==> config.mk <==
export PLATFORM = sky130hd
export DESIGN_NAME = goertzel_tone_detector_top
export DESIGN_NICKNAME = d
export VERILOG_FILES = /design/src/rtl/core/gtd_pkg.sv /design/src/rtl/core/gtd_mul.sv /design/src/rtl/core/goertzel_tone_detector_top.sv
export SDC_FILE = /design/constraint.sdc
export NUM_CORES = 2
export LEC_CHECK = 0
export BUFFER_PORTS_ARGS = -buffer_cell sky130_fd_sc_hd__buf_2
export CELL_PAD_IN_SITES_DETAIL_PLACEMENT = 2
export CELL_PAD_IN_SITES_GLOBAL_PLACEMENT = 2
export CORE_MARGIN = 2
export CORE_UTILIZATION = 42
export CTS_BUF_LIST = sky130_fd_sc_hd__clkbuf_8 sky130_fd_sc_hd__clkbuf_16
export CTS_CLUSTER_DIAMETER = 80
export DETAILED_ROUTE_END_ITERATION = 10
export GPL_TIMING_DRIVEN = 0
export PLACE_DENSITY_LB_ADDON = 0.1
export SYNTH_ARGS = -nofsm -noshare
export SYNTH_HDL_FRONTEND = slang
export SYNTH_SLANG_ARGS = --single-unit
==> constraint.sdc <==
create_clock -name clk -period 11.2 [get_ports clk]
set_input_delay 2.24 -clock clk [delete_from_list [all_inputs] [get_ports clk]]
set_output_delay 2.24 -clock clk [all_outputs]
set_load 0.005 [all_outputs]
==> src/rtl/core/gtd_pkg.sv <==
package gtd_pkg;

  // Shared multiplier: signed operands and registered product.
  localparam int MUL_W  = 25;
  localparam int PROD_W = 2 * MUL_W;

  // Resonator and power formats.
  localparam int COEFF_W    = 17;
  localparam int LEN_W      = 11;
  localparam int STATE_W    = 24;
  localparam int POWER_W    = 48;
  localparam int ACC_W      = 66;
  localparam int COEFF_FRAC = 14;

  localparam logic signed [STATE_W-1:0] STATE_MAX = 24'sh7FFFFF;
  localparam logic signed [STATE_W-1:0] STATE_MIN = 24'sh800000;
  localparam logic [POWER_W-1:0]        POWER_MAX = '1;

  // Configuration register indexes and reset values.
  typedef enum logic [0:0] {
    REG_COEFF = 1'b0,
    REG_LEN   = 1'b1
  } reg_idx_t;

  localparam logic signed [COEFF_W-1:0] COEFF_RESET = 17'sd23180;
  localparam logic [LEN_W-1:0]          LEN_RESET   = 11'd255;

  // Sequencer states.
  typedef enum logic [3:0] {
    ST_IDLE,
    ST_MQ,
    ST_UPD,
    ST_P1,
    ST_P2,
    ST_P3,
    ST_P4,
    ST_P5,
    ST_P6,
    ST_P7,
    ST_DONE
  } state_t;

endpackage

==> src/rtl/core/gtd_mul.sv <==
module gtd_mul
  import gtd_pkg::*;
(
  input  logic                     clk,
  input  logic signed [MUL_W-1:0]  a,
  input  logic signed [MUL_W-1:0]  b,
  output logic signed [PROD_W-1:0] prod
);

  // One signed multiply per cycle, product registered.
  always_ff @(posedge clk) begin
    prod <= a * b;
  end

endmodule

==> src/rtl/core/goertzel_tone_detector_top.sv <==
// Single-bin Goertzel tone detector. Each input word carries one unsigned ADC
// sample, which is fed through a second-order resonator whose coefficient is
// the Q3.14 register two_cos_coefficient; the resonator state saturates to
// 24-bit signed. After block_length samples (0 acts as 1, values above
// MAX_BLOCK act as MAX_BLOCK) one output word carries the 48-bit clamped bin
// power, and tuser flags any clamp in that block. All multiplies run on one
// shared 25x25 registered multiplier under a small sequencer: an ordinary
// sample occupies the block through its accept, multiply and update states,
// and the last sample of a block then runs the five power products and the
// final sum, plus any time spent waiting for the previous output word to be
// taken. There is no start-up sweep; the block is ready right after reset.
module goertzel_tone_detector_top
  import gtd_pkg::*;
#(
  parameter int SAMPLE_BITS = 12,
  parameter int MAX_BLOCK   = 1024
) (
  input  logic                                     clk,
  input  logic                                     rst,
  // Configuration write port.
  input  logic                                     cfg_we,
  input  logic [0:0]                               cfg_index,
  input  logic [COEFF_W-1:0]                       cfg_data,
  // Input stream.
  input  logic                                     s_axis_tvalid,
  output logic                                     s_axis_tready,
  input  logic [((SAMPLE_BITS + 7) / 8) * 8 - 1:0] s_axis_tdata,  // sample
  // Output stream.
  output logic                                     m_axis_tvalid,
  input  logic                                     m_axis_tready,
  output logic [POWER_W-1:0]                       m_axis_tdata,  // bin_power
  output logic                                     m_axis_tuser   // saturated
);

  localparam int CNTW = $clog2(MAX_BLOCK);
  localparam int CW   = $clog2(MAX_BLOCK + 1);
  localparam int QW   = 40;

  state_t state;
  state_t state_next;

  logic signed [COEFF_W-1:0] coeff;
  logic [LEN_W-1:0]          block_length;
  logic [SAMPLE_BITS-1:0]    sample_reg;
  logic signed [STATE_W-1:0] d1;
  logic signed [STATE_W-1:0] d2;
  logic [CNTW-1:0]           count;
  logic                      clamp_seen;
  logic signed [STATE_W-1:0] mhi;
  logic signed [ACC_W-1:0]   acc;
  logic signed [ACC_W-1:0]   xprod;

  logic                      out_valid;
  logic [POWER_W-1:0]        out_power;
  logic                      out_sat;

  logic signed [MUL_W-1:0]   mul_a;
  logic signed [MUL_W-1:0]   mul_b;
  logic signed [PROD_W-1:0]  prod;

  logic [CW-1:0]             len_eff;
  logic [CW-1:0]             count_inc;
  logic                      block_end;
  logic signed [QW-1:0]      q0_wide;
  logic signed [STATE_W-1:0] q0_sat;
  logic                      q0_clamp;
  logic [POWER_W-1:0]        power_final;
  logic                      sat_final;
  logic                      out_free;

  // Configuration registers.
  always_ff @(posedge clk) begin
    if (rst) begin
      coeff        <= COEFF_RESET;
      block_length <= LEN_RESET;
    end else if (cfg_we) begin
      case (cfg_index)
        REG_COEFF: coeff        <= $signed(cfg_data);
        REG_LEN:   block_length <= cfg_data[LEN_W-1:0];
        default:   ;
      endcase
    end
  end

  // Effective block length, limited to one through MAX_BLOCK.
  always_comb begin
    if (block_length == '0) begin
      len_eff = CW'(1);
    end else if (32'(block_length) > 32'(MAX_BLOCK)) begin
      len_eff = CW'(MAX_BLOCK);
    end else begin
      len_eff = CW'(block_length);
    end
  end

  assign count_inc = CW'(count) + CW'(1);
  assign block_end = (count_inc >= len_eff);

  // Resonator update from the registered coefficient product.
  always_comb begin
    q0_wide = QW'(prod >>> COEFF_FRAC) - QW'(d2)
            + QW'($signed({1'b0, sample_reg}));
    if (q0_wide > QW'(STATE_MAX)) begin
      q0_sat   = STATE_MAX;
      q0_clamp = 1'b1;
    end else if (q0_wide < QW'(STATE_MIN)) begin
      q0_sat   = STATE_MIN;
      q0_clamp = 1'b1;
    end else begin
      q0_sat   = q0_wide[STATE_W-1:0];
      q0_clamp = 1'b0;
    end
  end

  // Power clamp to the 48-bit unsigned range.
  always_comb begin
    if (acc[ACC_W-1]) begin
      power_final = '0;
      sat_final   = 1'b1;
    end else if (|acc[ACC_W-2:POWER_W]) begin
      power_final = POWER_MAX;
      sat_final   = 1'b1;
    end else begin
      power_final = acc[POWER_W-1:0];
      sat_final   = clamp_seen;
    end
  end

  assign out_free = !out_valid || m_axis_tready;

  // Operand selection for the shared multiplier.
  always_comb begin
    case (state)
      ST_P1: begin
        mul_a = MUL_W'(d1);
        mul_b = MUL_W'(d1);
      end
      ST_P2: begin
        mul_a = MUL_W'(d2);
        mul_b = MUL_W'(d2);
      end
      ST_P3: begin
        mul_a = MUL_W'(d1);
        mul_b = MUL_W'(d2);
      end
      ST_P4: begin
        // Low half of d1*d2 as an unsigned partial operand.
        mul_a = $signed({1'b0, prod[STATE_W-1:0]});
        mul_b = MUL_W'(coeff);
      end
      ST_P5: begin
        mul_a = MUL_W'(mhi);
        mul_b = MUL_W'(coeff);
      end
      default: begin
        mul_a = MUL_W'(coeff);
        mul_b = MUL_W'(d1);
      end
    endcase
  end

  gtd_mul u_mul (
    .clk  (clk),
    .a    (mul_a),
    .b    (mul_b),
    .prod (prod)
  );

  // State register.
  always_ff @(posedge clk) begin
    if (rst) begin
      state <= ST_IDLE;
    end else begin
      state <= state_next;
    end
  end

  // Sequencer next state.
  always_comb begin
    state_next    = state;
    s_axis_tready = 1'b0;
    case (state)
      ST_IDLE: begin
        s_axis_tready = 1'b1;
        if (s_axis_tvalid) begin
          state_next = ST_MQ;
        end
      end
      ST_MQ:  state_next = ST_UPD;
      ST_UPD: state_next = block_end ? ST_P1 : ST_IDLE;
      ST_P1:  state_next = ST_P2;
      ST_P2:  state_next = ST_P3;
      ST_P3:  state_next = ST_P4;
      ST_P4:  state_next = ST_P5;
      ST_P5:  state_next = ST_P6;
      ST_P6:  state_next = ST_P7;
      ST_P7:  state_next = ST_DONE;
      ST_DONE: begin
        if (out_free) begin
          state_next = ST_IDLE;
        end
      end
      default: state_next = ST_IDLE;
    endcase
  end

  // Sample capture and power datapath (no reset needed).
  always_ff @(posedge clk) begin
    case (state)
      ST_IDLE: sample_reg <= s_axis_tdata[SAMPLE_BITS-1:0];
      ST_P2:   acc   <= ACC_W'(prod);
      ST_P3:   acc   <= acc + ACC_W'(prod);
      ST_P4:   mhi   <= prod[2*STATE_W-1:STATE_W];
      ST_P5:   xprod <= ACC_W'(prod);
      ST_P6:   xprod <= xprod + (ACC_W'(prod) <<< STATE_W);
      ST_P7:   acc   <= acc - (xprod >>> COEFF_FRAC);
      default: ;
    endcase
  end

  // Resonator state and block counter.
  always_ff @(posedge clk) begin
    if (rst) begin
      d1         <= '0;
      d2         <= '0;
      count      <= '0;
      clamp_seen <= 1'b0;
    end else begin
      case (state)
        ST_UPD: begin
          d2         <= d1;
          d1         <= q0_sat;
          clamp_seen <= clamp_seen | q0_clamp;
          if (!block_end) begin
            count <= count_inc[CNTW-1:0];
          end
        end
        ST_DONE: begin
          if (out_free) begin
            d1         <= '0;
            d2         <= '0;
            count      <= '0;
            clamp_seen <= 1'b0;
          end
        end
        default: ;
      endcase
    end
  end

  // Output word register.
  always_ff @(posedge clk) begin
    if (rst) begin
      out_valid <= 1'b0;
    end else if (state == ST_DONE && out_free) begin
      out_valid <= 1'b1;
    end else if (m_axis_tready) begin
      out_valid <= 1'b0;
    end
  end

  always_ff @(posedge clk) begin
    if (state == ST_DONE && out_free) begin
      out_power <= power_final;
      out_sat   <= sat_final;
    end
  end

  assign m_axis_tvalid = out_valid;
  assign m_axis_tdata  = out_power;
  assign m_axis_tuser  = out_sat;

  // A fresh block starts from a cleared resonator.
  a_idle_clear: assert property (@(posedge clk) disable iff (rst)
    (state == ST_IDLE && count == '0) |-> (d1 == '0 && d2 == '0))
    else $error("resonator not cleared at block start");

  // An output word appears only when the sequencer finishes a block.
  a_out_src: assert property (@(posedge clk) disable iff (rst)
    $rose(m_axis_tvalid) |-> $past(state) == ST_DONE)
    else $error("output word without finished block");

  // Finishing a block with room for the word returns to idle cleared.
  a_done_exit: assert property (@(posedge clk) disable iff (rst)
    (state == ST_DONE && out_free) |=> (state == ST_IDLE && count == '0 && m_axis_tvalid))
    else $error("block finish did not complete");

endmodule

* Word level (Yosys, flattened, before mapping)
Index checks and enable logic that the tools add are counted.
** Word-level totals
- Bits in registers :: 359
- Output and inout port bits :: 51
- Word-level logic and storage cells :: 86
** Operators by class
- Add/subtract/negate cells :: 6
- $mul :: 1
- Magnitude comparators :: 4
- Equal/unequal tests :: 13
- Multiplexer cells :: 26
- Bitwise gates (word level) :: 2
- Reductions and logical operators :: 19
** Operators with widths (count)
- $pmux W66 S3 :: 1
- $pmux W66 S2 :: 1
- $pmux W25 S4 :: 1
- $pmux W24 S2 :: 2
- $mux W24 :: 3
- $add A66 B50 Y66 :: 1
- $add A66 B66 Y66 :: 1
- $sub A66 B52 Y66 :: 1
- $mul A25 B25 Y50 :: 1
- $pmux W25 S2 :: 1
- $mux W48 :: 1
- $pmux W4 S11 :: 1
- $add A37 B13 Y38 :: 1
- $gt A38 B24 Y1 const B :: 1
- $lt A38 B24 Y1 const B :: 1
- $sub A36 B24 Y37 :: 1
- $mux W11 :: 2
- $mux W10 :: 2
- $pmux W10 S2 :: 1
- $reduce_or A18 Y1 :: 1
- $reduce_or A17 Y1 :: 1
- $eq A4 B3 Y1 const B :: 4
- $eq A4 B4 Y1 const B :: 3
- $add A10 B1 Y11 const B :: 1
- other kinds (21) :: 37

* Logic depth before layout (Yosys ltp)
- Depth after elaboration :: 7
- Gate-level depth with buffers :: 36
- Depth with buffers taken out :: 32

* Modules after synthesis
A second synthesis with hierarchy kept.
** Second synthesis, totals
- Cell total of the unflattened synthesis :: 5315
- Area total of the unflattened synthesis :: 46946.3 um^2
** By module, submodules not included
- gtd_mul :: times used 1, cells each 2568, area each 24089.4 um^2
- goertzel_tone_detector_top :: times used 1, cells each 2747, area each 22856.9 um^2

* Least setup slack after synthesis
OpenSTA, ideal clock, no wires.
- Kind :: register to register
- Start point :: reg state[1]
- End point :: reg u_mul.prod[48]
- Setup time :: 0.072 ns
- Data arrival time :: 9.186 ns
- Slack :: 1.941 ns
- Stages on the path, launching flop included :: 34
- Cell sequence :: dfxtp_1 -> clkbuf_1 -> clkbuf_1 -> nand2_1 -> nor2_1 -> clkbuf_1 -> nand2_1 -> a41oi_1 -> clkbuf_1 -> nand2_1 -> fa_1 -> inv_1 -> fa_1 -> inv_1 -> fa_1 -> fa_1 -> inv_1 -> fa_1 -> fa_1 -> inv_1 -> fa_1 -> inv_1 -> ha_1 -> a21o_1 -> a21o_1 -> a21oi_1 -> or4b_1 -> o21ai_1 -> o31a_1 -> o31ai_1 -> a41oi_1 -> o21ai_1 -> a311oi_1 -> xnor2_1
** Between the ends
- Word-level cells in the longest chain between the ends :: 4
- Elaborated cells on any way between the ends :: 11
- Those cells by class :: mul: 1; eq/ne: 5; mux: 2; reduce/logical: 3
** Ends and longest elaborated chain
- start: declaration :: line goertzel_tone_detector_top.sv:39 : state_t state;
- start signal: assignment :: line goertzel_tone_detector_top.sv:174 : state <= state_next;
- $eq A4 B3 Y1 or $eq A4 B2 Y1 (tied branches) :: line goertzel_tone_detector_top.sv:133 : case (state)
- $reduce_or A2 Y1 (no source line)
- $pmux W25 S4 or $pmux W25 S2 (tied branches) :: line goertzel_tone_detector_top.sv:133
- $mul A25 B25 Y50 (*) :: line gtd_mul.sv:12 : prod <= a * b;
- end signal: assignment :: line gtd_mul.sv:12
- end: declaration :: line gtd_mul.sv:7 : output logic signed [PROD_W-1:0] prod
Mark *: on every way between the ends. The rest lies on a longest branch, timed or not.
A chain may end at the register's enable or synchronous reset.

* Final worst setup path
- Start point :: reg state[3]
- End point :: reg u_mul.prod[49]
The elaborated chain is that of the path after synthesis.

==> results.cfg <==
[cells_and_area]
regMostFlops = acc
syn_to_final_growth_pct = 9.89
biggestRegsByFlops = acc (66), xprod (52), u_mul.prod (50)
largest_register_ffs = 66
area_of_all_placed_cells_without_fillers_um2 = 51000
share_of_final_layout_standard_cells_stronger_than_drive_strength_1_pct = 6.53
fin_nets = 6451

[power_and_ir_drop]
clock_share_of_power_pct = 13.1
power.leakage_nw = 23.3
power-per-cell-area_nw_per_um2 = 222
combinational_power_share_pct = 69.6
intPower_mw = 5.14
report.power.total_mw = 11.3
switching_power_mw = 6.17
switching_share_pct = 54.6
pwr-share-seq_pct = 17.3
power.ir.vdd_worst_uv = 105

[floorplanning]
initial_core_util_pct = 42.5
fp.dieW_um = 336
design.core.area_um2 = 109000
rows = 121
top_level_ports = 90
fp.dieH_um = 336
overall_die_area_um2 = 113000

[sta]
tightest_slew_ns = 1.50
finalHoldViolCount = 0
finalWorstSetupSlack_ns = 0.252
final-setup-viol-count = 0
max_slew_violation_count = 6
worst_slew_margin_relative_to_its_limit_pct = -0.0479
highest_attainable_clock_frequency_ghz = 0.0913
period_share_pct = 97.8
clock-skew-final_ns = 0.0267
finalCriticalPeriod_ns = 10.95
smallest_hold_slack_ns = 0.494

[yosys]
syn-cell-area_um2 = 46400
post-synth-top-count-cell = sky130_fd_sc_hd__inv_1
synth.ff_latch_count = 345
synth_top_cell_area_share_pct = 29.0
synth_top_cells_by_area = sky130_fd_sc_hd__fa_1 (29%), sky130_fd_sc_hd__edfxtp_1 (13%), sky130_fd_sc_hd__ha_1 (8.7%)
synth.avg_cell_area_um2 = 8.80
async_reset_ff_share_pct = 0
netlist-cell-type-count = 91
yosysTopAreaCell = sky130_fd_sc_hd__fa_1
yosys_warnings = 0
synth.top_cells.by_count = sky130_fd_sc_hd__inv_1 (743), sky130_fd_sc_hd__fa_1 (672), sky130_fd_sc_hd__nand2_1 (626)
synth-edff-count = 203
synthesized_instance_count = 5270
yosys_most_used_dff = sky130_fd_sc_hd__edfxtp_1
synth.net_count = 6303
synth_seq_area_share_pct = 19.3

[critical_path]
critical_path.max_stage_delay_ns = 0.75
timing.critical_path.from_type = register
cp_common_cell = sky130_fd_sc_hd__fa_1
critical_path_required_ns = 11.70
critPathCaptureType = register
r2r_setup_slack_ns = 0.25
category_of_the_critical_setup_timing_path = register to register
crit_arrival_ns = 11.45
critical_path.slowest_cell = sky130_fd_sc_hd__clkbuf_1
timing.critical_path.fanout_max = 10

[clock_network]
cts_num_sinks = 345
ctsLongestPathBuffers = 3
ctsHtreeMaxLevel = 2
tritoncts = built
clock_network_latency_to_the_later_pin_of_the_worst_skew_pair_ns = 0.63
numCtsBuffers = 44
clockRootBuffer = sky130_fd_sc_hd__clkbuf_16
reg_clk_slew_reported_paths_ns = 0.06

[min_path]
holdCritPathClass = register to register

[routing]
route.detailed.wl_per_inst_um = 30.7
drt_first_iter_violations = 2998
wl_mm = 213
postRouteAntennaNets = 0
viasPerCell = 5.98
vias = 41457
drc_errors = 0
drtPass1Iterations = 5

[place]
placement.io_buffers = 85
place.detailed.hpwl_mm = 177
gpl.final_weighted_congestion = 0.960
detailedPlace.worstSlack_ns = -1.52
placed_cell_area_um2 = 49100

[global_routing]
grt_first_pass_wirelength_mm = 312
antenna_violations_before_repair = 9
grt_max_degree = 45
grt_pass1_vias = 46611
grtUsageTotal_pct = 37.8
grt-ovfl-total = 0

[outcome]
outcome = finished with violations
violated_checks = max-capacitance violations, max-slew violations

[job]
drv.max_cap_violation_count = 1
[final timing paths]
kind,cells past startpoint,start,end
hold / removal,2,block_length[8],block_length[8]
hold reg to reg,2,block_length[8],block_length[8]
setup / recovery,31,state[3],u_mul.prod[49]
setup reg to reg,31,state[3],u_mul.prod[49]
[layout make-up]
type	instances	area [um2]
Timing Repair Buffer	112	791
Buffer	256	1080
Sequential cell	345	8940
Fill cell	12056	58200
Antenna cell	3	7.51
Clock buffer	48	1180
Tap cell	1476	1850
Inverter	744	2800
Clock inverter	34	315
Multi-Input combinational cell	3915	34000
[what timing repair did]
action                                  4_1_cts  5_1_grt
hold buffers                                  0        0
endpoints found under the hold margin         0        0
resized for setup                            47      141
pin swaps                                     0        1
setup buffers                                 0        8
endpoints found under the setup margin       24       10
[placed cells by master (no fill, tap or decap), types with 13 or more instances in the layout]
master                        n
sky130_fd_sc_hd__inv_1      748
sky130_fd_sc_hd__fa_1       671
sky130_fd_sc_hd__nand2_1    625
sky130_fd_sc_hd__nor2_1     598
sky130_fd_sc_hd__ha_1       322
sky130_fd_sc_hd__a21oi_1    300
sky130_fd_sc_hd__edfxtp_1   203
sky130_fd_sc_hd__o21ai_0    184
sky130_fd_sc_hd__clkbuf_1   177
sky130_fd_sc_hd__dfxtp_1    142
sky130_fd_sc_hd__xnor2_1    134
sky130_fd_sc_hd__a21o_1     107
sky130_fd_sc_hd__buf_2       95
sky130_fd_sc_hd__xor2_1      93
sky130_fd_sc_hd__nand3_1     74
sky130_fd_sc_hd__nor3_1      58
sky130_fd_sc_hd__nand2b_1    57
sky130_fd_sc_hd__clkbuf_2    50
sky130_fd_sc_hd__clkbuf_16   46
sky130_fd_sc_hd__nand4_1     41
sky130_fd_sc_hd__o21a_1      39
sky130_fd_sc_hd__a211oi_1    37
sky130_fd_sc_hd__mux2i_1     33
sky130_fd_sc_hd__nor2b_1     32
sky130_fd_sc_hd__and3_1      31
sky130_fd_sc_hd__a221o_1     31
sky130_fd_sc_hd__nor4_1      30
sky130_fd_sc_hd__o21bai_1    25
sky130_fd_sc_hd__a22oi_1     24
sky130_fd_sc_hd__o21ai_1     24
sky130_fd_sc_hd__and2_1      24
sky130_fd_sc_hd__a31oi_1     24
sky130_fd_sc_hd__nand3b_1    19
sky130_fd_sc_hd__o211ai_1    18
sky130_fd_sc_hd__a211o_1     16
sky130_fd_sc_hd__o31ai_1     16
sky130_fd_sc_hd__or2_2       13
sky130_fd_sc_hd__buf_4       13
[power groups by stage]
stage	Sequential, mW	Combinational [mW]	Clock (mW)
2_1_floorplan	1.67	5.10	0
3_3_place_gp	1.95	7.24	0
3_5_place_dp	1.95	7.64	0
4_1_cts	1.93	7.74	1.49
5_1_grt	1.94	8.58	1.53
6_report	1.96	7.87	1.47
[cells by family (layout without fill, tap and decap cells)]
| group | Yosys count | in the layout | synth area share [%] |
|---|---|---|---|
| AND/OR/NAND/NOR | 1663 | 1663 | 15.9 |
| AO/OA/AOI/OAI | 994 | 994 | 13.9 |
| XOR/XNOR | 229 | 229 | 4.38 |
| adder cells (fa/ha/maj) | 994 | 994 | 37.7 |
| multiplexers | 35 | 35 | 0.760 |
| other | 0 | 3 | 0 |
| buffers and inverters | 1010 | 1194 | 8.19 |
| flip-flops | 345 | 345 | 19.3 |
[through the flow]
step | std cells | utilization [%] | setup TNS (ns)
after floorplan | 5270 | - | 0
after global placement | 6831 | 44.6 | -13.28
final | 6933 | 46.7 | 0
after global routing | 6930 | 46.7 | -0.00302
after detailed placement | 6850 | 44.9 | -17.52
after CTS | 6931 | 46.5 | 0
[routing by layer]
layer / vias up / share of wire, % / GRT usage [%]
met2: 1584 / 48 / 63.9
li1: 17609 / - / -
met5: - / 0.059 / 0
met1: 21590 / 38 / 44.3
met4: 18 / 7.8 / 25.1
met3: 656 / 6.2 / 6.40
[critical path: cells and delay by family, from the launching register on]
kind,cells,cell delay [ns]
buf+inv,8,2.20
compound gates,8,2.21
fa+ha+maj,8,4.18
simple gates,7,1.70
flops,1,0.52
Power figures use the tool's default switching activity.
